===== src/rtl/core/ppu_lerp.sv =====
// Interpolation of scale, rotation and color bytes by a Q1.16 fraction, rounded.
// No package dependencies. Result registered.
module ppu_lerp (
    input  logic        i_clk,
    input  logic        i_go,
    input  logic [16:0] i_frac,
    input  logic [31:0] i_scale,
    input  logic [31:0] i_rot,
    input  logic [31:0] i_c0,
    input  logic [31:0] i_c1,
    output logic [15:0] o_scale,
    output logic [15:0] o_rot,
    output logic [31:0] o_color
);
    // s + floor(((e-s)*f + 32768) / 65536) on 17-bit signed differences.
    function automatic logic [15:0] lerp16(input logic signed [17:0] s,
                                            input logic signed [17:0] e,
                                            input logic [16:0] f);
        logic signed [35:0] p;
        p = (e - s) * $signed({1'b0, f}) + 36'sd32768;
        lerp16 = 16'(s + 18'(p >>> 16));
    endfunction

    logic [15:0] w_sc;
    logic [15:0] w_ro;
    logic [31:0] w_co;

    always_comb begin
        w_sc = lerp16({2'b00, i_scale[15:0]}, {2'b00, i_scale[31:16]}, i_frac);
        w_ro = lerp16({{2{i_rot[15]}}, i_rot[15:0]}, {{2{i_rot[31]}}, i_rot[31:16]}, i_frac);
        for (int k = 0; k < 4; k++) begin
            w_co[8*k +: 8] = 8'(lerp16({10'd0, i_c0[8*k +: 8]}, {10'd0, i_c1[8*k +: 8]},
                                       i_frac));
        end
    end

    always_ff @(posedge i_clk) begin
        if (i_go) begin
            o_scale <= w_sc;
            o_rot   <= w_ro;
            o_color <= w_co;
        end
    end
endmodule


===== config.mk =====
export PLATFORM = sky130hd
export DESIGN_NAME = ppu_lerp
export DESIGN_NICKNAME = d
export VERILOG_FILES = /design/src/rtl/core/ppu_lerp.sv
export SDC_FILE = /design/constraint.sdc
export NUM_CORES = 2
export LEC_CHECK = 0
export BUFFER_PORTS_ARGS = -buffer_cell sky130_fd_sc_hd__buf_2
export CAP_MARGIN = 10
export CELL_PAD_IN_SITES_DETAIL_PLACEMENT = 0
export CELL_PAD_IN_SITES_GLOBAL_PLACEMENT = 1
export CORE_MARGIN = 5
export CORE_UTILIZATION = 46
export CTS_BUF_LIST = sky130_fd_sc_hd__clkbuf_4
export DETAILED_ROUTE_END_ITERATION = 10
export PLACE_DENSITY_LB_ADDON = 0.1
export SLEW_MARGIN = 20
export SYNTH_ARGS = -nofsm -noshare
export SYNTH_HDL_FRONTEND = slang
export SYNTH_SLANG_ARGS = --single-unit

===== constraint.sdc =====
create_clock -name i_clk -period 9.1 [get_ports i_clk]
set_input_delay 0.455 -clock i_clk [delete_from_list [all_inputs] [get_ports i_clk]]
set_output_delay 0.455 -clock i_clk [all_outputs]
set_load 0.005 [all_outputs]

==> summary.md <==
| Metric | Value |
|---|---|
| Status | finished clean |
| CP endpoint kind | register |
| Slew headroom | 28.7% |
| Final nets | 6719 |
| First-pass GRT wire length | 182000 µm |
| Setup violators final | 0 |
| Critical Path Source | i_rot[2] |
| Crit path kind | primary input to register |
| IO buf count | 210 |
| Final Cycle Share | 97.2% |
| Startpoint types | primary input |
| CTS tree | yes |
| DIE AREA | 0.0977 mm² |
| Hold_sp | i_c0[0] |
| Worst path top cell family by delay | adder cells |
| Synthesized area per cell | 8.89 µm² |
| Routed WL | 110000 µm |
| Starting density of the core | 46.2% |
| CP Buf/Inv Count | 8 |
| Unrepaired setup endpoints after global routing | true |
| Largest net degree at the start of global routing | 65 |
| Total core area | 0.0912 mm² |
| # rows | 111 |
| DRC Markers | 0 |
| #FFs+latches synth | 64 |
| Post-synthesis cell type count | 65 |
| Data arrival, critical path | 9.29 ns |
| Antenna Nets Post-Route | 0 |
| Worst path max stage delay | 0.49 ns |
| # Max-Cap Violations | 0 |
| Critical-path top delay cell | fa_1 |
| Slew @ Worst Pin | 1.07 ns |
| Filler cells | 8817 |
| Hold EP | o_color[0] |
| Number of synthesized flops with an enable pin | 64 |
| Area of the multi-input gates | 0.0356 mm² |
| Number of global-route vias before repair | 34500 |
| Layout cells sized above 1 | 14.6% |
| Final hold vios | 0 |
| CTS sink count | 64 |
| Worst Hold Class | primary input to register |
| Layout overhead on the synthesized area | 12.5% |
| Worst EP required | 9.55 ns |
| Hold WS | 0.123 ns |
| Gate Count Post-Synth | 4740 |
| Routability Congestion | 0.853 |
| WL per Instance | 17.2 µm |
| Storage cell area | 0.00192 mm² |
| Max Fclk | 113 MHz |
| Crit path time final | 8.84 ns |
| Global route total overflow | 0 |
| TritonCTS Buffers | 9 |
| Number of DRC markers in iteration 0 | 1349 |
| Slew Limit Fails | 0 |
| Ys async rst share | 0% |
| WHS Path Cells | 2 |
| Die Ht | 313 µm |
| Top_reg_cell synth | edfxtp_1 |
| Via density | 4.97 |
| Hpwl dp | 90100 µm |
| Initial antenna violation count | 10 |
| Post-Syn Nets | 6303 |
| Worst path most repeated cell | inv_1 |
| CTS clk-pin slew, worst paths | 0.19 ns |
| CTS Hold Bufs | 0 |
| Mapped Area | 0.0421 mm² |
| Die width | 313 µm |
| Final TNS setup | 0 ns |
| I/O pins | 211 |
| Via count | 31500 |
| Pre-antenna DRT Iters | 5 |
| Synthesis warning total | 0 |
| Sequential area share after synthesis | 4.56% |
| Max Root-Sink Buffers | 2 |
| Gr usage total | 23.3% |
| Peak fanout along the critical path | 5 |
| H-Tree Depth | 3 |
| Clock Tree Root | clkbuf_4 |
-- Yosys cell counts, drive strengths merged (2+ instances only) --
cell        n  area, µm²
inv      1111       4170
fa        880      17600
nand2     641       2410
ha        536       6710
and2      363       2270
clkbuf    191        717
xnor2     137       1200
nor2      112        420
a21oi     102        514
nand2b     85        532
nor2b      84        526
or2        73        457
edfxtp     64       1920
o21ai      55        275
xor2       42        368
a21o       38        285
nor3       38        190
o21a       28        210
o21bai     25        188
nand3      18       90.1
a211oi     14        110
a21boi      9       67.6
and3        9       56.3
o41ai       8        123
a2111oi     6       58.8
a31oi       6       43.8
nand4       6       37.5
o211ai      6       45.0
or3         6       42.5
a31o        4       35.0
a41oi       4       42.6
a211o       3       26.3
a41o        3       30.0
and4        3       26.3
mux2i       3       30.0
o2111ai     3       26.3
o41a        3       33.8
a22o        2       17.5
and4b       2       20.0
buf         2       10.0
o31ai       2       15.0
xnor3       2       45.0
-- layout by cell type (no fill, tap or decap), drive strengths merged, types with 18 or more instances in the layout --
cell	n
ha	536
and2	363
nand2	641
o21a	28
a21oi	102
buf	598
xnor2	137
xor2	42
a21o	38
edfxtp	64
nand2b	85
nor2	112
nor2b	84
fa	880
or2	73
nor3	38
o21ai	55
inv	1115
o21bai	25
nand3	18
-- flip-flops by register name, summed over array words and instances, names as in the netlist --
signal and flops:
o_rot 16, o_color 32, o_scale 16
-- worst max-delay path by stage --
stage                     end  cells past startpoint  slack (ns)
floorplan           o_rot[15]                     41       -0.03
global placement    o_rot[14]                     43       -0.58
detailed placement  o_rot[14]                     42       -0.75
CTS                 o_rot[14]                     43        0.09
global route        o_rot[15]                     45       -0.20
finish              o_rot[15]                     45        0.26
-- what timing repair did --
item | 4_1_cts | 5_1_grt
endpoints found under the setup margin | 1 | 12
gates resized for setup | 1 | 51
pin swaps | 0 | 27
endpoints found under the hold margin | 0 | 0
buffers inserted | 0 | 5
-- kinds of logic (layout without fill, tap and decap cells) --
group	Yosys count	in the layout	synth area share, %
AO/OA/AOI/OAI	327	327	5.25
XOR/XNOR	182	182	3.88
other	0	4	0
adder cells (fa/ha/maj)	1416	1416	57.7
multiplexers	3	3	0.0713
buffers and inverters	1304	1725	11.6
flip-flops	64	64	4.56
AND/OR/NAND/NOR	1444	1444	16.9
-- stage by stage --
stage | util (%) | worst slack (ns) | std cells | instance area, µm²
after floorplan | - | -0.0315 | 4740 | 42200
after global placement | 51.5 | -0.580 | 6326 | 47000
after detailed placement | 51.5 | -0.753 | 6326 | 47000
after CTS | 51.6 | 0.0883 | 6342 | 47100
after global routing | 52.0 | -0.200 | 6351 | 47400
final | 52.0 | 0.259 | 6351 | 47400
-- per-layer routing --
metal | vias to the layer above | global-route usage, % | routed length (µm)
met5 | - | 0 | 10
met4 | 2 | 5.10 | 2190
met3 | 107 | 2.78 | 4670
met2 | 539 | 39.5 | 52600
met1 | 15900 | 32.3 | 50000
li1 | 14900 | - | -
-- final cells by class --
| cell class | count | area share (%) |
|---|---|---|
| antenna | 4 | 0.0211 |
| clock buffer | 9 | 0.143 |
| clock inverter | 7 | 0.108 |
| inverter | 1111 | 8.80 |
| multi-input combinational | 3372 | 75.1 |
| sequential | 64 | 4.05 |
| tap | 1186 | 3.13 |
| timing repair buffer | 598 | 8.60 |
Power is left out: the tool's default activity adds up to more than one toggle a clock period on the data nets, which glitch-free logic cannot reach.
