$ cat src/rtl/core/ppu_pkg.sv
// Package for the particle pool update block: types, widths, and the per-entry record.
// Used by the cell and the top level.
// No dependencies.
package ppu_pkg;

    localparam int unsigned DEPTH_DEF = 64;

    localparam logic MODE_ADD  = 1'b0;
    localparam logic MODE_TICK = 1'b1;

    // One stored particle.
    typedef struct packed {
        logic [47:0] pos;
        logic [47:0] vel;
        logic [47:0] acc;
        logic [15:0] life;
        logic [15:0] age;
        logic [31:0] scale;
        logic [31:0] rot;
        logic [31:0] c0;
        logic [31:0] c1;
    } t_part;

    // Input word.
    typedef struct packed {
        logic        mode;
        logic [15:0] life;
        logic [47:0] position;
        logic [47:0] velocity;
        logic [47:0] acceleration;
        logic [31:0] scale_pair;
        logic [31:0] rotation_pair;
        logic [31:0] start_color;
        logic [31:0] end_color;
    } t_in;

    // Output word.
    typedef struct packed {
        logic [47:0]        out_position;
        logic [15:0]        out_scale;
        logic signed [15:0] out_rotation;
        logic [31:0]        out_color;
        logic               last;
    } t_out;

    // Chain control, shared by every cell.
    typedef struct packed {
        logic ins;    // all cells take their left neighbor; head takes new word
        logic shl;    // all cells take their right-hand input (rotate)
    } t_ctl;

    // Saturating add of two signed Q8.8 values.
    function automatic logic [15:0] sat_add(input logic [15:0] a, input logic [15:0] b);
        logic signed [16:0] s;
        s = $signed({a[15], a}) + $signed({b[15], b});
        if (s > 17'sd32767)       sat_add = 16'h7FFF;
        else if (s < -17'sd32768) sat_add = 16'h8000;
        else                      sat_add = s[15:0];
    endfunction

endpackage

$ cat src/rtl/core/ppu_cell.sv
// One entry of the particle chain: holds one particle and its live flag.
// Depends on ppu_pkg.
module ppu_cell (
    input  logic           i_clk,
    input  logic           i_rst_n,
    input  ppu_pkg::t_ctl  i_ctl,
    input  ppu_pkg::t_part i_left,
    input  logic           i_left_v,
    input  ppu_pkg::t_part i_right,
    input  logic           i_right_v,
    input  logic           i_wr,
    input  ppu_pkg::t_part i_wdata,
    input  logic           i_wv,
    output ppu_pkg::t_part o_part,
    output logic           o_v
);
    ppu_pkg::t_part r_part;
    logic           r_v;

    // Shift in either direction or take a direct write.
    always_ff @(posedge i_clk) begin
        if (!i_rst_n) begin
            r_v <= 1'b0;
        end else if (i_wr) begin
            r_v <= i_wv;
        end else if (i_ctl.ins) begin
            r_v <= i_left_v;
        end else if (i_ctl.shl) begin
            r_v <= i_right_v;
        end
    end

    always_ff @(posedge i_clk) begin
        if (i_wr) begin
            r_part <= i_wdata;
        end else if (i_ctl.ins) begin
            r_part <= i_left;
        end else if (i_ctl.shl) begin
            r_part <= i_right;
        end
    end

    assign o_part = r_part;
    assign o_v    = r_v;
endmodule

$ cat config.mk
export PLATFORM = sky130hd
export DESIGN_NAME = ppu_cell
export DESIGN_NICKNAME = d
export VERILOG_FILES = /design/src/rtl/core/ppu_pkg.sv /design/src/rtl/core/ppu_cell.sv
export SDC_FILE = /design/constraint.sdc
export NUM_CORES = 1
export LEC_CHECK = 0
export ABC_AREA = 1
export CORE_AREA = 2 2 482 484
export CTS_CLUSTER_SIZE = 12
export DETAILED_ROUTE_END_ITERATION = 12
export DIE_AREA = 0 0 484 486
export DONT_BUFFER_PORTS = 1
export PLACE_DENSITY = 0.3
export SLEW_MARGIN = 40
export SYNTH_ARGS = -nofsm -noshare
export SYNTH_HDL_FRONTEND = slang
export SYNTH_SLANG_ARGS = --single-unit
$ cat constraint.sdc
create_clock -name i_clk -period 12.25 [get_ports i_clk]
set_clock_uncertainty 0.2 [all_clocks]
set_input_delay 1.8375 -clock i_clk [delete_from_list [all_inputs] [get_ports i_clk]]
set_output_delay 1.8375 -clock i_clk [all_outputs]
set_load 0.01 [all_outputs]
==> insert_results.sql, run 1 <==
INSERT INTO impl_metrics (metric_group, metric, value, unit) VALUES
('layout', 'final_layout_size_suffix_gt1_frac', '0.0546', ''),
('clocking', 'clkSinkCount', '305', ''),
('synthesis', 'yosys_warnings', '0', ''),
('synthesis', 'synth_seq_area_share', '0.597', ''),
('synthesis', 'synth_ff_type', 'sky130_fd_sc_hd__edfxtp_1', ''),
('sta', 'rsz0062_at_grt', 'no', ''),
('drt', 'via_per_inst', '2.98', ''),
('clocking', 'cts_buf_count', '46', ''),
('drt', 'ant_nets', '0', ''),
('grt', 'groute.layer.met3.usage', '0.0811', ''),
('grt', 'grt_util_met1', '0.117', ''),
('setup_path', 'worst-r2r-setup-slack', '11.01', 'ns'),
('floorplanning', 'pin_count', '1225', ''),
('synthesis', 'synth_top_cells_by_count', '600 x sky130_fd_sc_hd__a21oi_1, 309 x sky130_fd_sc_hd__nand2_1, 305 x sky130_fd_sc_hd__nor2_1', ''),
('floorplanning', 'initial_core_util', '0.0668', ''),
('grt', 'grt_busiest_layer', 'met2', ''),
('power', 'power.density_cell_area', '158', 'nW/um^2'),
('setup_path', 'cp-end-kind', 'flip-flop', ''),
('layout', 'synthToLayoutAreaGrowth', '31.1', '%'),
('synthesis', 'postSynthNetCount', '2592', ''),
('sta', 'achievable-frequency', '239', 'MHz'),
('grt', 'grt_pass1_vias', '14200', ''),
('setup_path', 'critical_path_arrival', '4.27', 'ns'),
('setup_path', 'cp-start-kind', 'input port', ''),
('placed_design', 'gp_congestion', '0.956', ''),
('sta', 'final.period_utilization', '0.341', ''),
('drt', 'detail_route.wirelength', '152', 'mm'),
('setup_path', 'end_of_the_worst_register_to_register_path', 'o_v', ''),
('layout', 'finalNetCount', '2518', ''),
('grt', 'grt_util_met2', '0.210', ''),
('clocking', 'cts_tree', 'done', ''),
('floorplanning', 'die-area', '235000', 'sq um'),
('flow_run', 'max-cap-violations', '0', ''),
('placed_design', 'placement.cell_area', '18600', 'sq um'),
('placed_design', 'dp_hpwl', '127', 'mm'),
('synthesis', 'postSynthCellCount', '1672', ''),
('drt', 'drt_pre_antenna_iters', '5', ''),
('synthesis', 'synth.distinct_cells', '14', ''),
('placed_design', 'placedCellCount', '4576', ''),
('clocking', 'clock_insertion_delay_worst_skew', '0.65', 'ns'),
('clocking', 'post_cts.repair.setup_buffers', '0', ''),
('sta', 'final.setup.tns', '0', 'ns'),
('floorplanning', 'design.core.area', '229000', 'sq um'),
('clocking', 'cts_max_level', '2', ''),
('synthesis', 'synth-edff-count', '304', ''),
('synthesis', 'synthesis.area', '15300', 'sq um'),
('hold_path', 'hold-path-cell-count', '4', ''),
('grt', 'track_usage', '0.123', ''),
('layout', 'layout.cell_area.non_filler', '20100', 'sq um'),
('clocking', 'post_cts_resized', '0', ''),
('power', 'ir_drop', '92.4', 'uV'),
('sta', 'tightestPinTransition', '1.08', 'ns'),
('layout', 'layoutNonFillerInstCount', '4700', ''),
('setup_path', 'crit_chain', 'inv_8, nand2_8, buf_4, buf_4', ''),
('setup_path', 'r2r_start', 'o_v', ''),
('outcome', 'run_status', 'finished, final reports clean', ''),
('setup_path', 'timing_worst_setup_path_type', 'input port to flip-flop', ''),
('synthesis', 'synthArstFlopShare', '0', ''),
('synthesis', 'synth.ff_latch_count', '305', ''),
('sta', 'final_max_slew_viol_count', '0', ''),
('drt', 'detailroute.via_count', '14000', ''),
('hold_path', 'hold_path_class', 'flip-flop to flip-flop', ''),
('drt', 'route.detailed.drc', '0', ''),
('clocking', 'worst_setup_hold_path_clk_slew', '0.05', 'ns'),
('floorplanning', 'die_height', '486', 'microns'),
('setup_path', 'cpMostUsedCell', 'sky130_fd_sc_hd__buf_4', ''),
('floorplanning', 'die_width', '484', 'microns'),
('grt', 'grt_pass1_wl', '182', 'mm'),
('sta', 'setup_viol', '0', ''),
('setup_path', 'cpPeakStageDelay', '0.64', 'ns'),
('synthesis', 'synth_area_leader_cell', 'sky130_fd_sc_hd__edfxtp_1', '');
worst max path at each step:
stage	end	slack (ns)
floorplan	o_part[0]	2.44
global placement	o_part[232]	7.17
detailed placement	o_part[228]	7.49
CTS	o_part[167]	8.32
global route	o_part[167]	8.07
finish	o_part[167]	8.07
report_power, final:
group | internal [mW] | switching [mW]
clock | 0.738 | 0.606
combinational | 0.0728 | 0.169
sequential | 1.30 | 0.295
registers in the layout, summed over array words and instances, names as in the netlist:
name and count:
o_v 1, o_part 304
worst max-delay path: cells and delay by family:
kind / cells / cell delay, ns
buffers and inverters: 3 / 1.46
and+or+nand+nor: 1 / 0.49
stage by stage:
step / hold slack (ns) / power, mW / utilization / worst slack [ns]
finish: 0.585 / 3.18 / 0.0875 / 8.07
global route: 0.648 / 3.33 / 0.0873 / 8.07
CTS: 0.571 / 3.28 / 0.0870 / 8.32
detailed placement: 0.558 / 1.89 / 0.0809 / 7.49
global placement: 0.568 / 1.90 / 0.0805 / 7.17
floorplan: 0.362 / 1.60 / - / 2.44
area by class of cell:
type                            count  area, sq um
Fill cell                       26700       209000
Sequential cell                   305         9150
Multi-Input combinational cell   1226         5420
Tap cell                         3026         3790
Clock buffer                       59         1200
Clock inverter                     22          218
Timing Repair Buffer               13          138
Antenna cell                       43          108
Inverter                            6         56.3
logic make-up (layout without fill, tap and decap cells):
logic type | count (synthesis) | count (layout) | synth area share
AOI/OAI and AO/OA | 610 | 610 | 0.202
other | 0 | 43 | 0
and+or+nand+nor | 616 | 616 | 0.151
DFF | 305 | 305 | 0.597
buffers and inverters | 141 | 100 | 0.0500
layer usage:
layer | wire [microns] | vias to the layer above
met5 | 427 | -
met4 | 5990 | 64
met3 | 23300 | 304
met2 | 73100 | 1075
met1 | 49400 | 6830
li1 | - | 5753
cell usage in the layout, fill, tap and decap left out, types with 6 or more instances in the layout:
cell and instances:
sky130_fd_sc_hd__nand2_1 308, sky130_fd_sc_hd__buf_4 7, sky130_fd_sc_hd__a21oi_2 10, sky130_fd_sc_hd__diode_2 43
sky130_fd_sc_hd__clkbuf_1 13, sky130_fd_sc_hd__a21oi_1 600, sky130_fd_sc_hd__clkinv_1 6, sky130_fd_sc_hd__clkbuf_16 46
sky130_fd_sc_hd__nor2_1 304, sky130_fd_sc_hd__edfxtp_1 304
No activity file was read; power rests on OpenSTA's default activity.
==> run 2: changes to the inputs <==
==> constraint.sdc (replaced) <==
create_clock -name i_clk -period 3.6 [get_ports i_clk]
set_clock_uncertainty 0.2 [all_clocks]
set_input_delay 0.54 -clock i_clk [delete_from_list [all_inputs] [get_ports i_clk]]
set_output_delay 0.54 -clock i_clk [all_outputs]
set_load 0.01 [all_outputs]
==> run 2 against run 1 <==
Against the previous run: sequential power rose to 3.3 times the previous value; critical path depth rose by 1; cell count rose by 14%; global-route usage rose by 0.64 points; clock power rose to 3.6 times the previous value.
==> insert_results.sql, run 2 (synthesis gave the netlist of run 1 again) <==
INSERT INTO impl_metrics (metric_group, metric, value, unit) VALUES
('setup_path', 'timing.critical_path.slowest_stage_cell', 'sky130_fd_sc_hd__buf_6', ''),
('sta', 'final.period_utilization', '0.756', ''),
('floorplanning', 'design.core.area', '229000', 'sq um'),
('sta', 'rsz0062_at_grt', 'no', ''),
('setup_path', 'cp-start-kind', 'input port', ''),
('clocking', 'cts_buf_count', '47', ''),
('sta', 'achievable-frequency', '368', 'MHz'),
('grt', 'grt_pass1_vias', '17100', ''),
('drt', 'ant_nets', '0', ''),
('setup_path', 'cpPeakStageDelay', '0.59', 'ns'),
('hold_path', 'hold-path-cell-count', '2', ''),
('hold_path', 'whs_endpoint', 'o_part[94]', ''),
('sta', 'timing.slew.headroom', '0.378', ''),
('sta', 'setup_viol', '0', ''),
('placed_design', 'dp_hpwl', '133', 'mm'),
('drt', 'detail_route.wirelength', '160', 'mm'),
('grt', 'grt_overflow_total', '0', ''),
('clocking', 'cts.root.buffer_cell', 'sky130_fd_sc_hd__clkbuf_16', ''),
('grt', 'grt_pass1_wl', '195', 'mm'),
('clocking', 'clkSinkCount', '305', ''),
('drt', 'via_per_inst', '3.14', ''),
('flow_run', 'max-cap-violations', '0', ''),
('placed_design', 'port_buffers', '0', ''),
('layout', 'synthToLayoutAreaGrowth', '73.0', '%'),
('layout', 'mostFrequentLayoutCells', '600 x sky130_fd_sc_hd__a21oi_1, 591 x sky130_fd_sc_hd__dlygate4sd3_1, 308 x sky130_fd_sc_hd__nand2_1', ''),
('layout', 'finalCoreUtilization', '0.116', ''),
('clocking', 'clk_buf_depth', '3', ''),
('clocking', 'clock_insertion_delay_worst_skew', '0.67', 'ns'),
('floorplanning', 'rows', '176', ''),
('hold_path', 'hold_path_class', 'input port to flip-flop', ''),
('floorplanning', 'die_height', '486', 'microns'),
('setup_path', 'crit_chain', 'clkinv_8, buf_6, nand2_1, a21oi_1, dlygate4sd3_1', ''),
('drt', 'post_drt_wl_per_cell', '30.0', 'microns'),
('sta', 'final.min_clock_period', '2.72', 'ns'),
('layout', 'nFillCells', '26300', ''),
('setup_path', 'critical_path_arrival', '3.05', 'ns'),
('placed_design', 'placement.cell_area', '18900', 'sq um'),
('setup_path', 'worst_path_dominant_cell_family', 'buffers and inverters', ''),
('grt', 'maximum_number_of_pins_on_one_net_before_global_route_repair', '308', ''),
('setup_path', 'end_of_the_worst_register_to_register_path', 'o_v', ''),
('placed_design', 'placedCellCount', '4603', ''),
('setup_path', 'worstRegToRegCells', '6', ''),
('clocking', 'cts_max_level', '2', ''),
('sta', 'tightestPinTransition', '0.932', 'ns'),
('drt', 'drt-initial-drc-count', '1152', ''),
('setup_path', 'cp-end-kind', 'flip-flop', ''),
('outcome', 'run_status', 'finished, final reports clean', ''),
('clocking', 'worst_setup_hold_path_clk_slew', '0.06', 'ns'),
('layout', 'layoutNonFillerInstCount', '5346', ''),
('drt', 'route.detailed.drc', '0', ''),
('layout', 'final_common_cell', 'sky130_fd_sc_hd__a21oi_1', ''),
('floorplanning', 'die-area', '235000', 'sq um'),
('floorplanning', 'pin_count', '1225', ''),
('grt', 'grt_antenna_before_repair', '167', ''),
('layout', 'final_layout_size_suffix_gt1_frac', '0.0524', ''),
('layout', 'finalNetCount', '3139', ''),
('power', 'ir_drop', '306', 'uV'),
('sta', 'final.setup.tns', '0', 'ns'),
('sta', 'final_max_slew_viol_count', '0', ''),
('drt', 'drt_pre_antenna_iters', '5', ''),
('layout', 'layout.cell_area.non_filler', '26500', 'sq um'),
('setup_path', 'critical_path.n_buffers_inverters', '3', ''),
('floorplanning', 'die_width', '484', 'microns'),
('power', 'power.density_cell_area', '447', 'nW/um^2'),
('power', 'leakage', '8.79', 'nW'),
('clocking', 'post_cts.repair.setup_buffers', '0', ''),
('floorplanning', 'initial_core_util', '0.0668', ''),
('setup_path', 'worst_ep_required_time', '3.93', 'ns'),
('setup_path', 'timing_worst_setup_path_type', 'input port to flip-flop', ''),
('setup_path', 'crit_path_max_fanout', '307', ''),
('grt', 'track_usage', '0.130', ''),
('hold_path', 'startpoint_of_the_most_critical_hold_path', 'i_wdata[94]', ''),
('clocking', 'cts_tree', 'done', ''),
('layout', 'largest_register_ff_count', '304', ''),
('sta', 'hold_viol_final', '0', ''),
('setup_path', 'r2r_start', 'o_v', ''),
('setup_path', 'worst-r2r-setup-slack', '1.43', 'ns'),
('placed_design', 'gp_congestion', '0.939', ''),
('drt', 'detailroute.via_count', '16800', ''),
('power', 'design_power_total', '11.9', 'mW');
[run 2: worst reg2reg max path, stage by stage, from the launching register on]
cell and delay (ns):
sky130_fd_sc_hd__dfxtp_1 0.49, sky130_fd_sc_hd__inv_1 0.07, sky130_fd_sc_hd__nand3_1 0.09, sky130_fd_sc_hd__nand2_1 0.05, sky130_fd_sc_hd__dlygate4sd3_1 0.55, sky130_fd_sc_hd__a21oi_1 0.11
sky130_fd_sc_hd__dlygate4sd3_1 0.56
[run 2: repair_timing]
item | 4_1_cts | 5_1_grt
hold buffers | 591 | 0
gates resized for setup | 0 | 0
hold endpoints to repair | 302 | 0
[run 2: report_power, final]
group | internal [mW] | total [mW] | switching (mW)
registers | 4.42 | 5.35 | 0.926
logic | 0.843 | 1.65 | 0.808
clock network | 2.81 | 4.86 | 2.06
total | 8.07 | 11.9 | 3.79
[run 2: cell type report]
class,count,area [sq um],area share
Sequential cell,305,9150,0.345
Timing Repair Buffer,633,6430,0.243
Multi-Input combinational cell,1226,5420,0.205
Tap cell,3026,3790,0.143
Clock buffer,56,1250,0.0472
Clock inverter,26,256,0.00968
Antenna cell,68,170,0.00642
Inverter,6,42.5,0.00160
[run 2: worst max-delay path by stage]
| stage | cells after the start | startpoint | slack, ns | to |
|---|---|---|---|---|
| finish | 5 | i_ctl[1] | 0.88 | o_part[38] |
| global route | 6 | i_wr | 0.86 | o_part[272] |
| CTS | 0 | o_part[252] | 1.26 | o_part[252] |
| detailed placement | 4 | i_ctl[1] | 1.09 | o_part[46] |
| global placement | 4 | i_ctl[1] | 0.89 | o_part[35] |
| floorplan | 4 | i_ctl[1] | 0.59 | o_part[0] |
[run 2: routing by layer]
layer / track usage / wire, microns / share of wire
met1: 0.135 / 57100 / 0.36
met2: 0.199 / 68700 / 0.43
met3: 0.0939 / 27200 / 0.17
met4: 0.0492 / 6830 / 0.043
met5: 0 / 658 / 0.0041
[run 2: stage by stage]
stage	worst slack, ns	hold slack, ns
after floorplan	0.590	0.362
after global placement	0.891	0.476
after detailed placement	1.09	0.472
after CTS	1.26	0.000787
after global routing	0.857	0.0518
final	0.879	0.0548
