<file path="config.mk">
export PLATFORM = sky130hd
export DESIGN_NAME = ppu_div
export DESIGN_NICKNAME = d
export VERILOG_FILES = /design/src/rtl/core/ppu_div.sv
export SDC_FILE = /design/constraint.sdc
export NUM_CORES = 1
export LEC_CHECK = 0
export BUFFER_PORTS_ARGS = -buffer_cell sky130_fd_sc_hd__buf_2
export CAP_MARGIN = 20
export CORE_UTILIZATION = 57
export CTS_CLUSTER_SIZE = 14
export DETAILED_ROUTE_END_ITERATION = 8
export PLACE_DENSITY = 0.79
export SYNTH_ARGS = -nofsm -noshare
export SYNTH_HDL_FRONTEND = slang
export SYNTH_SLANG_ARGS = --single-unit
</file>
<file path="constraint.sdc">
create_clock -name i_clk -period 3 [get_ports i_clk]
set_input_delay 0.6 -clock i_clk [delete_from_list [all_inputs] [get_ports i_clk]]
set_output_delay 0.6 -clock i_clk [all_outputs]
set_load 0.01 [all_outputs]
</file>
<file path="src/rtl/core/ppu_div.sv">
// Restoring divider, one quotient bit per cycle: q = min((age << 16) / life, 65536).
// No package dependencies; life is nonzero when started.
module ppu_div (
    input  logic        i_clk,
    input  logic        i_rst_n,
    input  logic        i_start,
    input  logic [15:0] i_age,
    input  logic [15:0] i_life,
    output logic        o_done,
    output logic [16:0] o_frac
);
    logic [31:0] r_num;
    logic [16:0] r_rem;
    logic [15:0] r_den;
    logic [5:0]  r_cnt;
    logic        r_busy;
    logic [17:0] w_try;
    logic [16:0] w_rsh;

    assign w_rsh = {r_rem[15:0], r_num[31]};
    assign w_try = {1'b0, w_rsh} - {2'b00, r_den};

    // 32 steps over the shifted numerator.
    always_ff @(posedge i_clk) begin
        if (!i_rst_n) begin
            r_busy <= 1'b0;
            r_cnt  <= '0;
        end else if (i_start) begin
            r_busy <= 1'b1;
            r_cnt  <= 6'd0;
        end else if (r_busy) begin
            r_cnt <= r_cnt + 6'd1;
            if (r_cnt == 6'd31) r_busy <= 1'b0;
        end
    end

    always_ff @(posedge i_clk) begin
        if (i_start) begin
            r_num <= {i_age, 16'h0000};
            r_rem <= '0;
            r_den <= i_life;
        end else if (r_busy) begin
            if (!w_try[17]) r_rem <= w_try[16:0];
            else            r_rem <= w_rsh;
            r_num <= {r_num[30:0], ~w_try[17]};
        end
    end

    // High during the last step; quotient valid from the next cycle.
    assign o_done = r_busy && (r_cnt == 6'd31);
    // Quotient readable once busy drops; saturate at one.
    assign o_frac = ((|r_num[31:17]) || (r_num[16] && (|r_num[15:0]))) ? 17'h10000
                                                                      : r_num[16:0];
endmodule

</file>
==> reports/qor.tcl, run 1 <==
set qor(placeableCoreArea_um2) 6350
set qor(yosys_warnings) 0
set qor(mappedNetlistArea_um2) 3750
set qor(critical_path.top_delay_family) {compound AO/OA/AOI/OAI gates}
set qor(die_h_um) 83.1
set qor(grt_use_total) 0.230
set qor(clock_sinks) 71
set qor(cp-end-kind) {register}
set qor(dpl.cell_count) 492
set qor(synth_top_cells_by_area) {sky130_fd_sc_hd__edfxtp_1 26%, sky130_fd_sc_hd__dfxtp_1 21%, sky130_fd_sc_hd__mux2i_1 5.9%, sky130_fd_sc_hd__ha_1 5.7%, sky130_fd_sc_hd__nor2_1 3.4%}
set qor(route.antenna.remaining_nets) 0
set qor(syn2layout_area_growth_pct) 14.0
set qor(power_switching_uw) 626
set qor(place.port_buffers) 52
set qor(design.die.area_um2) 6910
set qor(num_vias) 2892
set qor(place.detailed.hpwl_mm) 5.18
set qor(grt_start_max_net_pins) 60
set qor(remaining_drc_errors) 0
set qor(nets) 479
set qor(hp-class) {in -> reg}
set qor(max_freq_mhz) 385
set qor(post-cts-setup-buffer-count) 0
set qor(worst_ep_arrival_time_ps) 2870
set qor(antenna-diode-count) 0
set qor(swShare) 0.277
set qor(hold_viol_final) 0
set qor(synth_area_per_cell_um2) 10.1
set qor(tightestPinTransition_ps) 880
set qor(synth_sequential_area_ratio) 0.464
set qor(combPwrFrac) 0.177
set qor(power.clock.fraction) 0.332
set qor(initialDrtViolationCount) 120
set qor(internal-power_uw) 1640
set qor(rows) 29
set qor(share_seq_of_total_power) 0.491
set qor(ys_async_sr_fraction) 0
set qor(die_w_um) 83.1
set qor(clock-root-buffer) {sky130_fd_sc_hd__clkbuf_8}
set qor(critical_path.slowest_cell) {sky130_fd_sc_hd__edfxtp_1}
set qor(syn_inst) 373
set qor(synthMostInstantiatedCell) {sky130_fd_sc_hd__dfxtp_1}
set qor(final_layout_size_suffix_gt1_frac) 0.200
set qor(insertion_delay_ps) 340
set qor(drv.max_cap_violation_count) 0
set qor(avgRoutedWirePerCell_um) 14.7
set qor(postRouteWirelength_mm) 7.47
set qor(run_status) {finished clean}
set qor(path_max_fanout) 4
set qor(vdd_drop_max_uv) 314
set qor(cts_made_buffers) 9
set qor(startpoint_kind_of_the_worst_setup_timing_path) {register}
set qor(initial_core_util) 0.591
set qor(remaining_global_route_overflow) 0
set qor(gpl.final_weighted_congestion) 0.830
set qor(slew_violations) 0
set qor(global_route_wire_length_before_repair_mm) 12.9
set qor(finish.cell_count_without_fillers) 508
set qor(synth_top_cell_area_share) 0.256
set qor(clockBufferDepth) 2
set qor(yosys-top-cells-count) {39 x sky130_fd_sc_hd__dfxtp_1, 34 x sky130_fd_sc_hd__nor2_1, 32 x sky130_fd_sc_hd__edfxtp_1}
set qor(cts_htree_levels) 3
set qor(relSlewSlack) 0.411
set qor(crit_path_buffers_inverters) 2
set qor(slowest_cell_delay_on_critical_path_ps) 420
set qor(num_io_pins) 53
set qor(setup_total_negative_slack_ps) 0
set qor(post_synth_edffs) 32
set qor(setup_viol) 0
set qor(r2r_slack_ps) 400
set qor(path_clk_slew_ps) 80
set qor(power.density_cell_area_nw_per_um2) 529
set qor(rsz_0062_raised_after_global_routing) {false}
set qor(tcrit_tclk_final) 0.867
set qor(power.leakage_uw) 0.00191
set qor(skew_ps) 17.3
set qor(dominantRegCellSynth) {sky130_fd_sc_hd__dfxtp_1}
set qor(finalWorstPathRequiredPeriod_ps) 2600
set qor(syn-num-nets) 426
set qor(via_cell_ratio) 5.69
set qor(initial_antenna_violation_count) 0
set qor(first_global_vias) 2870
set qor(tritoncts) {done}
set qor(post_cts_resized) 0
set qor(firstDrtPassIters) 4
set qor(yosysUniqueCellTypes) 51
set qor(timing.setup.critical_path_class) {reg -> reg}
set qor(timing.critical_path.cells) {inv_1 > ha_1 > inv_1 > fa_1 > a21oi_1 > o21ai_0 > nand2_1 > nand2_1 > or4_1 > a31o_2 > o21ai_0}
set qor(synth_top_cell_by_area) {sky130_fd_sc_hd__edfxtp_1}
set qor(ys_ff_latch) 71
set qor(cts_hold_buf) 0
set qor(cp_data_required_time_ps) 3270
==> cell type report <==
class / count / area [µm²]
inverter: 22 / 82.6
tap: 77 / 96.3
multi-input combinational: 262 / 1840
timing repair buffer: 60 / 320
clock buffer: 9 / 124
fill: 501 / 2070
clock inverter: 7 / 70.1
sequential: 71 / 1740
==> path summary, 6_finish.rpt <==
path,startpoint,to,cells after the start
worst max-delay path,r_num[31],r_rem[12],11
worst min-delay path,i_life[14],r_den[14],1
worst max register to register,r_num[31],r_rem[12],11
worst min register to register,r_rem[14],r_rem[15],2
==> per-layer routing <==
metal  vias up  global-route usage  wire [µm]
met1      1348               0.315       3690
met5         -                   0          0
met4         0              0.0972         93
met3        11              0.0477        317
li1       1463                   -          -
met2        70               0.355       3360
==> power groups by stage <==
stage / Combinational, µW / Sequential [µW] / Clock, µW
floorplan: 307 / 1120 / 0
global placement: 385 / 1130 / 0
detailed placement: 395 / 1130 / 0
CTS: 399 / 1110 / 765
global route: 448 / 1120 / 806
finish: 401 / 1110 / 751
==> cells in the final DEF (no fill, tap or decap), types with 3 or more instances in the layout <==
cell                       netlist  layout
sky130_fd_sc_hd__buf_2           1      52
sky130_fd_sc_hd__dfxtp_1        39      39
sky130_fd_sc_hd__nor2_1         34      34
sky130_fd_sc_hd__edfxtp_1       32      32
sky130_fd_sc_hd__inv_1          22      22
sky130_fd_sc_hd__mux2i_1        22      22
sky130_fd_sc_hd__nand2_1        20      20
sky130_fd_sc_hd__and2_1         19      19
sky130_fd_sc_hd__ha_1           17      17
sky130_fd_sc_hd__o21ai_0        15      15
sky130_fd_sc_hd__a22o_1         14      14
sky130_fd_sc_hd__a21oi_1        13      13
sky130_fd_sc_hd__clkbuf_8        0       9
sky130_fd_sc_hd__buf_4           0       8
sky130_fd_sc_hd__nor4_1          7       7
sky130_fd_sc_hd__nor3_1          7       7
sky130_fd_sc_hd__xnor2_1         7       7
sky130_fd_sc_hd__nand4_1         6       6
sky130_fd_sc_hd__a21o_1          6       6
sky130_fd_sc_hd__nand3_1         6       6
sky130_fd_sc_hd__xor2_1          6       6
sky130_fd_sc_hd__nand2b_1        5       5
sky130_fd_sc_hd__and3_1          4       4
sky130_fd_sc_hd__o21bai_1        4       4
sky130_fd_sc_hd__a211o_1         4       4
sky130_fd_sc_hd__a211oi_1        4       4
sky130_fd_sc_hd__a31oi_1         4       4
sky130_fd_sc_hd__a32oi_1         4       4
sky130_fd_sc_hd__nor3b_1         3       3
sky130_fd_sc_hd__nand3b_1        3       3
sky130_fd_sc_hd__o21a_1          3       3
sky130_fd_sc_hd__clkinv_2        0       3
==> sequential cells by signal (all words and copies together) (netlist names) <==
signal and cells:
r_cnt 6, r_rem 16, r_den 16, r_num 32, r_busy 1
==> per-stage QoR <==
| stage | cell area (µm²) | hold slack (ps) | setup WS [ps] | total power (µW) | utilization |
|---|---|---|---|---|---|
| floorplan | 3750 | 453 | 678 | 1430 | - |
| global placement | 4080 | 473 | 533 | 1510 | 0.643 |
| detailed placement | 4080 | 494 | 485 | 1530 | 0.643 |
| CTS | 4280 | 413 | 453 | 2270 | 0.673 |
| global route | 4280 | 410 | 190 | 2370 | 0.673 |
| finish | 4280 | 427 | 400 | 2260 | 0.673 |
==> cells by family (layout without fill, tap and decap cells) <==
family,count (synthesis),count (layout),share of synthesized area
and+or+nand+nor,122,122,0.166
DFF,71,71,0.464
buffers and inverters,40,98,0.0444
xor gates and xnor gates,13,13,0.0304
muxes,23,23,0.0617
adders and majority gates,18,18,0.0621
AOI/OAI and AO/OA,86,86,0.171
Note: power is estimated with default switching activity, not from simulation.
==> run 2: changes to the inputs <==
- REMOVE_ABC_BUFFERS: default -> 1
==> reports/qor.tcl, run 2 (synthesis results as in run 1) <==
set qor(skew_ps) 14.7 ;# -2.69 ps
set qor(clock-root-buffer) {sky130_fd_sc_hd__clkbuf_8}
set qor(drv.max_cap_violation_count) 0 ;# unchanged
set qor(finalWorstPathRequiredPeriod_ps) 2770 ;# +166 ps
set qor(hp-class) {in -> reg}
set qor(multi_input_area_um2) 1840 ;# unchanged
set qor(insertion_delay_ps) 350 ;# about the same
set qor(worst_path_most_repeated_cell) {sky130_fd_sc_hd__inv_1}
set qor(final.fill_count) 483 ;# -3.6%
set qor(nets) 480 ;# +0.21%
set qor(post-cts-setup-buffer-count) 0 ;# unchanged
set qor(final_layout_size_suffix_gt1_frac) 0.197 ;# -0.00278
set qor(placeableCoreArea_um2) 6350 ;# unchanged
set qor(combPwrFrac) 0.160 ;# -0.017
set qor(rsz_0062_raised_after_global_routing) {false}
set qor(remaining_drc_errors) 0 ;# unchanged
set qor(initialDrtViolationCount) 158 ;# +32%
set qor(firstDrtPassIters) 4 ;# unchanged
set qor(grt_start_max_net_pins) 39 ;# -35%
set qor(via_cell_ratio) 5.76 ;# +1.1%
set qor(cts_made_buffers) 9 ;# unchanged
set qor(timing.setup.critical_path_class) {reg -> reg}
set qor(route.antenna.remaining_nets) 0 ;# unchanged
set qor(post_cts_resized) 0 ;# unchanged
set qor(hold_ws_ps) 427 ;# -0.132 ps
set qor(clock_sinks) 71 ;# unchanged
set qor(syn2layout_area_growth_pct) 16.0
set qor(first_global_vias) 2961 ;# +3.2%
set qor(grt_use_total) 0.241 ;# +0.0112
set qor(num_io_pins) 53 ;# unchanged
set qor(path_clk_slew_ps) 90 ;# about the same
set qor(worst-r2r-cell-count) 11 ;# unchanged
set qor(clockBufferDepth) 2 ;# unchanged
set qor(ff_latch_area_um2) 1740 ;# unchanged
set qor(tritoncts) {done}
set qor(cts_hold_buf) 0 ;# unchanged
set qor(hold_viol_final) 0 ;# unchanged
set qor(place.detailed.hpwl_mm) 5.32 ;# +2.6%
set qor(slew_violations) 0 ;# unchanged
set qor(max_freq_mhz) 362 ;# -6.0%
set qor(largest-register) {r_num}
set qor(startpoint_kind_of_the_worst_setup_timing_path) {register}
set qor(die_w_um) 83.1 ;# unchanged
set qor(vdd_drop_max_uv) 386 ;# +23%
set qor(critical_path.slowest_cell) {sky130_fd_sc_hd__edfxtp_1}
set qor(design.die.area_um2) 6910 ;# unchanged
set qor(initial_core_util) 0.591 ;# unchanged
set qor(avgRoutedWirePerCell_um) 15.0 ;# +2.2%
set qor(initial_antenna_violation_count) 0 ;# unchanged
set qor(worst_hold_path.num_cells) 1 ;# unchanged
set qor(setup_viol) 0 ;# unchanged
set qor(run_status) {finished clean}
set qor(share_seq_of_total_power) 0.443 ;# -0.048
set qor(cp-end-kind) {register}
set qor(rows) 29 ;# unchanged
set qor(tcrit_tclk_final) 0.922 ;# +0.0552
set qor(swShare) 0.246 ;# -0.0303
set qor(timing.critical_path.cells) {inv_1 > ha_1 > inv_1 > fa_1 > a21oi_1 > o21ai_0 > a2111oi_0 > nor3_1 > xor2_1 > mux2i_1 > a211oi_1}
set qor(finish.cell_count_without_fillers) 509 ;# +0.20%
set qor(die_h_um) 83.1 ;# unchanged
set qor(final_common_cell) {sky130_fd_sc_hd__buf_2}
set qor(power.clock.fraction) 0.396 ;# +0.064
set qor(gpl.final_weighted_congestion) 0.877 ;# +5.7%
set qor(worst_ep_arrival_time_ps) 3020 ;# +150 ps
set qor(place.port_buffers) 52 ;# unchanged
set qor(internal-power_uw) 1890 ;# +15%
set qor(setup_total_negative_slack_ps) 0 ;# unchanged
set qor(power.leakage_uw) 0.00194 ;# +1.7%
set qor(cp_data_required_time_ps) 3250 ;# -20 ps
set qor(num_vias) 2931 ;# +1.3%
set qor(remaining_global_route_overflow) 0 ;# unchanged
set qor(path_max_fanout) 3 ;# -1
set qor(dpl.cell_count) 493 ;# +0.20%
set qor(slowest_cell_delay_on_critical_path_ps) 430 ;# about the same
set qor(tightestPinTransition_ps) 942 ;# +61.5 ps
set qor(power.density_cell_area_nw_per_um2) 576 ;# +9.0%
set qor(global_route_wire_length_before_repair_mm) 13.4 ;# +3.6%
set qor(layout.cells.most_common_list) {52 x sky130_fd_sc_hd__buf_2, 39 x sky130_fd_sc_hd__dfxtp_1, 34 x sky130_fd_sc_hd__nor2_1}
set qor(reg_top3) {r_num: 32 flops, r_den: 16 flops, r_rem: 16 flops}
set qor(cts_htree_levels) 3 ;# unchanged
set qor(largest_register_ffs) 32 ;# unchanged
set qor(relSlewSlack) 0.372 ;# -0.0388
set qor(power_switching_uw) 618 ;# -1.3%
set qor(antenna-diode-count) 0 ;# unchanged
set qor(postRouteWirelength_mm) 7.65 ;# +2.4%
-- run 2: final timing paths --
check / from / end / slack, ps
max: r_num[31] / r_rem[8] / 230
min: i_life[0] / r_den[0] / 430
max reg2reg: r_num[31] / r_rem[8] / 230
min reg2reg: r_rem[13] / r_rem[13] / 500
-- run 2: per-layer routing --
| metal | vias to the layer above | GRT usage | wire (µm) |
|---|---|---|---|
| li1 | 1476 | - | - |
| met1 | 1393 | 0.317 | 3610 |
| met2 | 56 | 0.392 | 3730 |
| met3 | 6 | 0.0467 | 239 |
| met4 | 0 | 0.0987 | 68 |
| met5 | - | 0 | 0 |
-- run 2: power by group through the flow --
stage / registers [µW] / clock network, µW / logic (µW)
2_1_floorplan: 1130 / 0 / 279
3_3_place_gp: 1130 / 0 / 385
3_5_place_dp: 1130 / 0 / 396
4_1_cts: 1110 / 1010 / 400
5_1_grt: 1120 / 1050 / 450
6_report: 1110 / 994 / 402
-- run 2: metrics by stage --
step	setup slack [ps]	util	total power, µW	area (µm²)
after floorplan	423	-	1410	3670
after global placement	344	0.644	1520	4090
after detailed placement	259	0.644	1530	4090
after CTS	235	0.685	2530	4350
after global routing	2.68	0.685	2620	4350
final	234	0.685	2510	4350
-- run 2: worst max-delay path: cells and delay by family (launching register included) --
family | cells | cell delay (ps)
flip-flops | 1 | 430
AND/OR/NAND/NOR | 1 | 120
adder cells (fa/ha/maj) | 2 | 580
multiplexers | 1 | 110
XOR/XNOR | 1 | 180
AO/OA/AOI/OAI | 4 | 1090
buffers and inverters | 2 | 140
-- run 2: area by class of cell --
| class | instances | area share |
|---|---|---|
| inverters | 22 | 0.0190 |
| repair buffers | 61 | 0.0754 |
| multi-input cells | 262 | 0.423 |
| clock inverters | 6 | 0.0305 |
| flip-flops and latches | 71 | 0.400 |
| well taps | 77 | 0.0221 |
| clock buffers | 10 | 0.0293 |
==> run 3: changes to the inputs <==
- BUFFER_PORTS_ARGS: -buffer_cell sky130_fd_sc_hd__buf_2 -> -buffer_cell sky130_fd_sc_hd__buf_4
- SKIP_LAST_GASP: default -> 1
==> reports/qor.tcl, run 3 (synthesis results as in run 1) <==
set qor(ff_latch_area_um2) 1740 ;# unchanged
set qor(worst-r2r-cell-count) 10 ;# -1
set qor(initialDrtViolationCount) 152 ;# -3.8%
set qor(clock-root-buffer) {sky130_fd_sc_hd__clkbuf_8}
set qor(hold_viol_final) 0 ;# unchanged
set qor(largest_register_ffs) 32 ;# unchanged
set qor(power.leakage_uw) 0.00193 ;# -0.59%
set qor(place.detailed.hpwl_mm) 5.21 ;# -2.0%
set qor(tcrit_tclk_final) 0.944 ;# +0.0221
set qor(nets) 478 ;# -0.42%
set qor(insertion_delay_ps) 350 ;# about the same
set qor(postRouteWirelength_mm) 7.46 ;# -2.4%
set qor(dpl.cell_count) 491 ;# -0.41%
set qor(cts_hold_buf) 0 ;# unchanged
set qor(num_io_pins) 53 ;# unchanged
set qor(remaining_drc_errors) 0 ;# unchanged
set qor(route.antenna.remaining_nets) 0 ;# unchanged
set qor(cp-end-kind) {register}
set qor(run_status) {finished clean}
set qor(worst_ep_arrival_time_ps) 3120 ;# +100 ps
set qor(multi_input_area_um2) 1840 ;# unchanged
set qor(final_layout_size_suffix_gt1_frac) 0.195 ;# -0.00141
set qor(clockBufferDepth) 2 ;# unchanged
set qor(avgRoutedWirePerCell_um) 14.7 ;# -2.0%
set qor(place.port_buffers) 52 ;# unchanged
set qor(first_global_vias) 2815 ;# -4.9%
set qor(placeableCoreArea_um2) 6350 ;# unchanged
set qor(path_max_fanout) 20 ;# +17
set qor(antenna-diode-count) 0 ;# unchanged
set qor(critical_path.endpoint) {r_rem[7]}
set qor(syn2layout_area_growth_pct) 17.0
set qor(finalWorstPathRequiredPeriod_ps) 2830 ;# +66.3 ps
set qor(num_vias) 2904 ;# -0.92%
set qor(placed_cell_area_um2) 4210 ;# +2.8%
set qor(cts_htree_levels) 3 ;# unchanged
set qor(slew_violations) 0 ;# unchanged
set qor(regToRegStartpoint) {r_den[6]}
set qor(hp-class) {in -> reg}
set qor(largest-register) {r_num}
set qor(grt_use_total) 0.230 ;# -0.0117
set qor(gpl.final_weighted_congestion) 0.897 ;# +2.3%
set qor(skew_ps) 6.57 ;# -8.08 ps
set qor(startpoint_kind_of_the_worst_setup_timing_path) {register}
set qor(final.fill_count) 517 ;# +7.0%
set qor(critical_path.slowest_cell) {sky130_fd_sc_hd__a311oi_4}
set qor(layout.cells.most_common_list) {59 x sky130_fd_sc_hd__buf_4, 39 x sky130_fd_sc_hd__dfxtp_1, 34 x sky130_fd_sc_hd__nor2_1}
set qor(relSlewSlack) 0.337 ;# -0.0348
set qor(tritoncts) {done}
set qor(via_cell_ratio) 5.73 ;# -0.53%
set qor(die_w_um) 83.1 ;# unchanged
set qor(finish.cell_count_without_fillers) 507 ;# -0.39%
set qor(crit_path_buffers_inverters) 2 ;# unchanged
set qor(initial_antenna_violation_count) 0 ;# unchanged
set qor(remaining_global_route_overflow) 0 ;# unchanged
set qor(grt_start_max_net_pins) 39 ;# unchanged
set qor(timing.setup.critical_path_class) {reg -> reg}
set qor(post-cts-setup-buffer-count) 0 ;# unchanged
set qor(firstDrtPassIters) 4 ;# unchanged
set qor(tightestPinTransition_ps) 994 ;# +52.2 ps
set qor(slowest_cell_delay_on_critical_path_ps) 870 ;# +440 ps
set qor(drv.max_cap_violation_count) 0 ;# unchanged
set qor(cp_num_cells) 10 ;# -1
set qor(power.density_cell_area_nw_per_um2) 506 ;# -12%
set qor(setup_viol) 0 ;# unchanged
set qor(final_util) 0.691 ;# +0.00571
set qor(vdd_drop_max_uv) 443 ;# +15%
set qor(rows) 29 ;# unchanged
set qor(postLayoutCellArea_um2) 4390 ;# +0.83%
set qor(design.die.area_um2) 6910 ;# unchanged
set qor(critical_path.top_delay_family) {compound AO/OA/AOI/OAI gates}
set qor(rsz_0062_raised_after_global_routing) {false}
set qor(cp_data_required_time_ps) 3290 ;# +40 ps
set qor(r2r_slack_ps) 170 ;# -70 ps
set qor(cts_made_buffers) 9 ;# unchanged
set qor(max_freq_mhz) 353 ;# -2.3%
set qor(global_route_wire_length_before_repair_mm) 12.6 ;# -5.7%
set qor(die_h_um) 83.1 ;# unchanged
set qor(initial_core_util) 0.591 ;# unchanged
set qor(final_common_cell) {sky130_fd_sc_hd__buf_4}
set qor(setup_total_negative_slack_ps) 0 ;# unchanged
set qor(cp-startpoint) {r_den[6]}
set qor(post_cts_resized) 0 ;# unchanged
set qor(timing.critical_path.cells) {inv_1 > ha_1 > a21oi_2 > o21bai_1 > a21oi_1 > o21ai_2 > a311oi_4 > buf_4 > and3_1 > a211o_1}
set qor(reg_top3) {r_num: 32 flops, r_den: 16 flops, r_rem: 16 flops}
set qor(path_clk_slew_ps) 70 ;# -20 ps
set qor(critical_path.reg2reg.endpoint) {r_rem[7]}
set qor(clock_sinks) 71 ;# unchanged
## run 3: cell count changes in the layout (fill, tap and decap cells not counted), sizes merged
cell,change
bufinv,-4
buf,-2
clkbuf,+2
inv,+2
## run 3: how the worst min path moves through the flow
stage                     cells after the start  slack (ps)   endpoint      start
after floorplan                               2         450  r_rem[13]  r_rem[13]
after global placement                        2         480  r_rem[15]  r_rem[15]
after detailed placement                      1         490   r_rem[3]   r_rem[3]
after CTS                                     1         410   r_den[3]  i_life[3]
after global routing                          1         400   r_den[3]  i_life[3]
final                                         1         430   r_den[3]  i_life[3]
## run 3: worst register-to-register path, delay by kind of cell, from the launching register on
kind	cells	cell delay [ps]
AO/OA/AOI/OAI	6	1630
adder cells (fa/ha/maj)	1	330
buffers and inverters	2	330
flip-flops	1	330
AND/OR/NAND/NOR	1	180
## run 3: power by group
group | switching (µW) | leakage (µW) | internal, µW | total [µW]
clock | 353 | 0.0000976 | 348 | 701
combinational | 219 | 0.00119 | 187 | 406
sequential | 35.5 | 0.000641 | 1080 | 1110
total | 607 | 0.00193 | 1610 | 2220
## run 3: metal layers
layer | vias up | GRT usage | wire, µm
li1 | 1471 | - | -
met1 | 1380 | 0.293 | 3490
met2 | 43 | 0.373 | 3570
met3 | 10 | 0.0606 | 275
met4 | 0 | 0.0893 | 131
met5 | - | 0 | 0
## run 3: per-stage QoR
| stage | total power, µW | hold slack (ps) | setup slack (ps) |
|---|---|---|---|
| 6_report | 2220 | 426 | 168 |
| 4_1_cts | 2240 | 407 | 166 |
| 3_3_place_gp | 1530 | 481 | 318 |
| 3_5_place_dp | 1540 | 489 | 202 |
| 5_1_grt | 2330 | 400 | 35.8 |
| 2_1_floorplan | 1410 | 453 | 423 |
## run 3: cell type report
| class | instances | area share |
|---|---|---|
| sequential | 71 | 0.397 |
| clock inverter | 4 | 0.00599 |
| clock buffer | 12 | 0.0354 |
| multi-input combinational | 262 | 0.420 |
| timing repair buffer | 59 | 0.101 |
| inverter | 22 | 0.0188 |
| tap | 77 | 0.0220 |
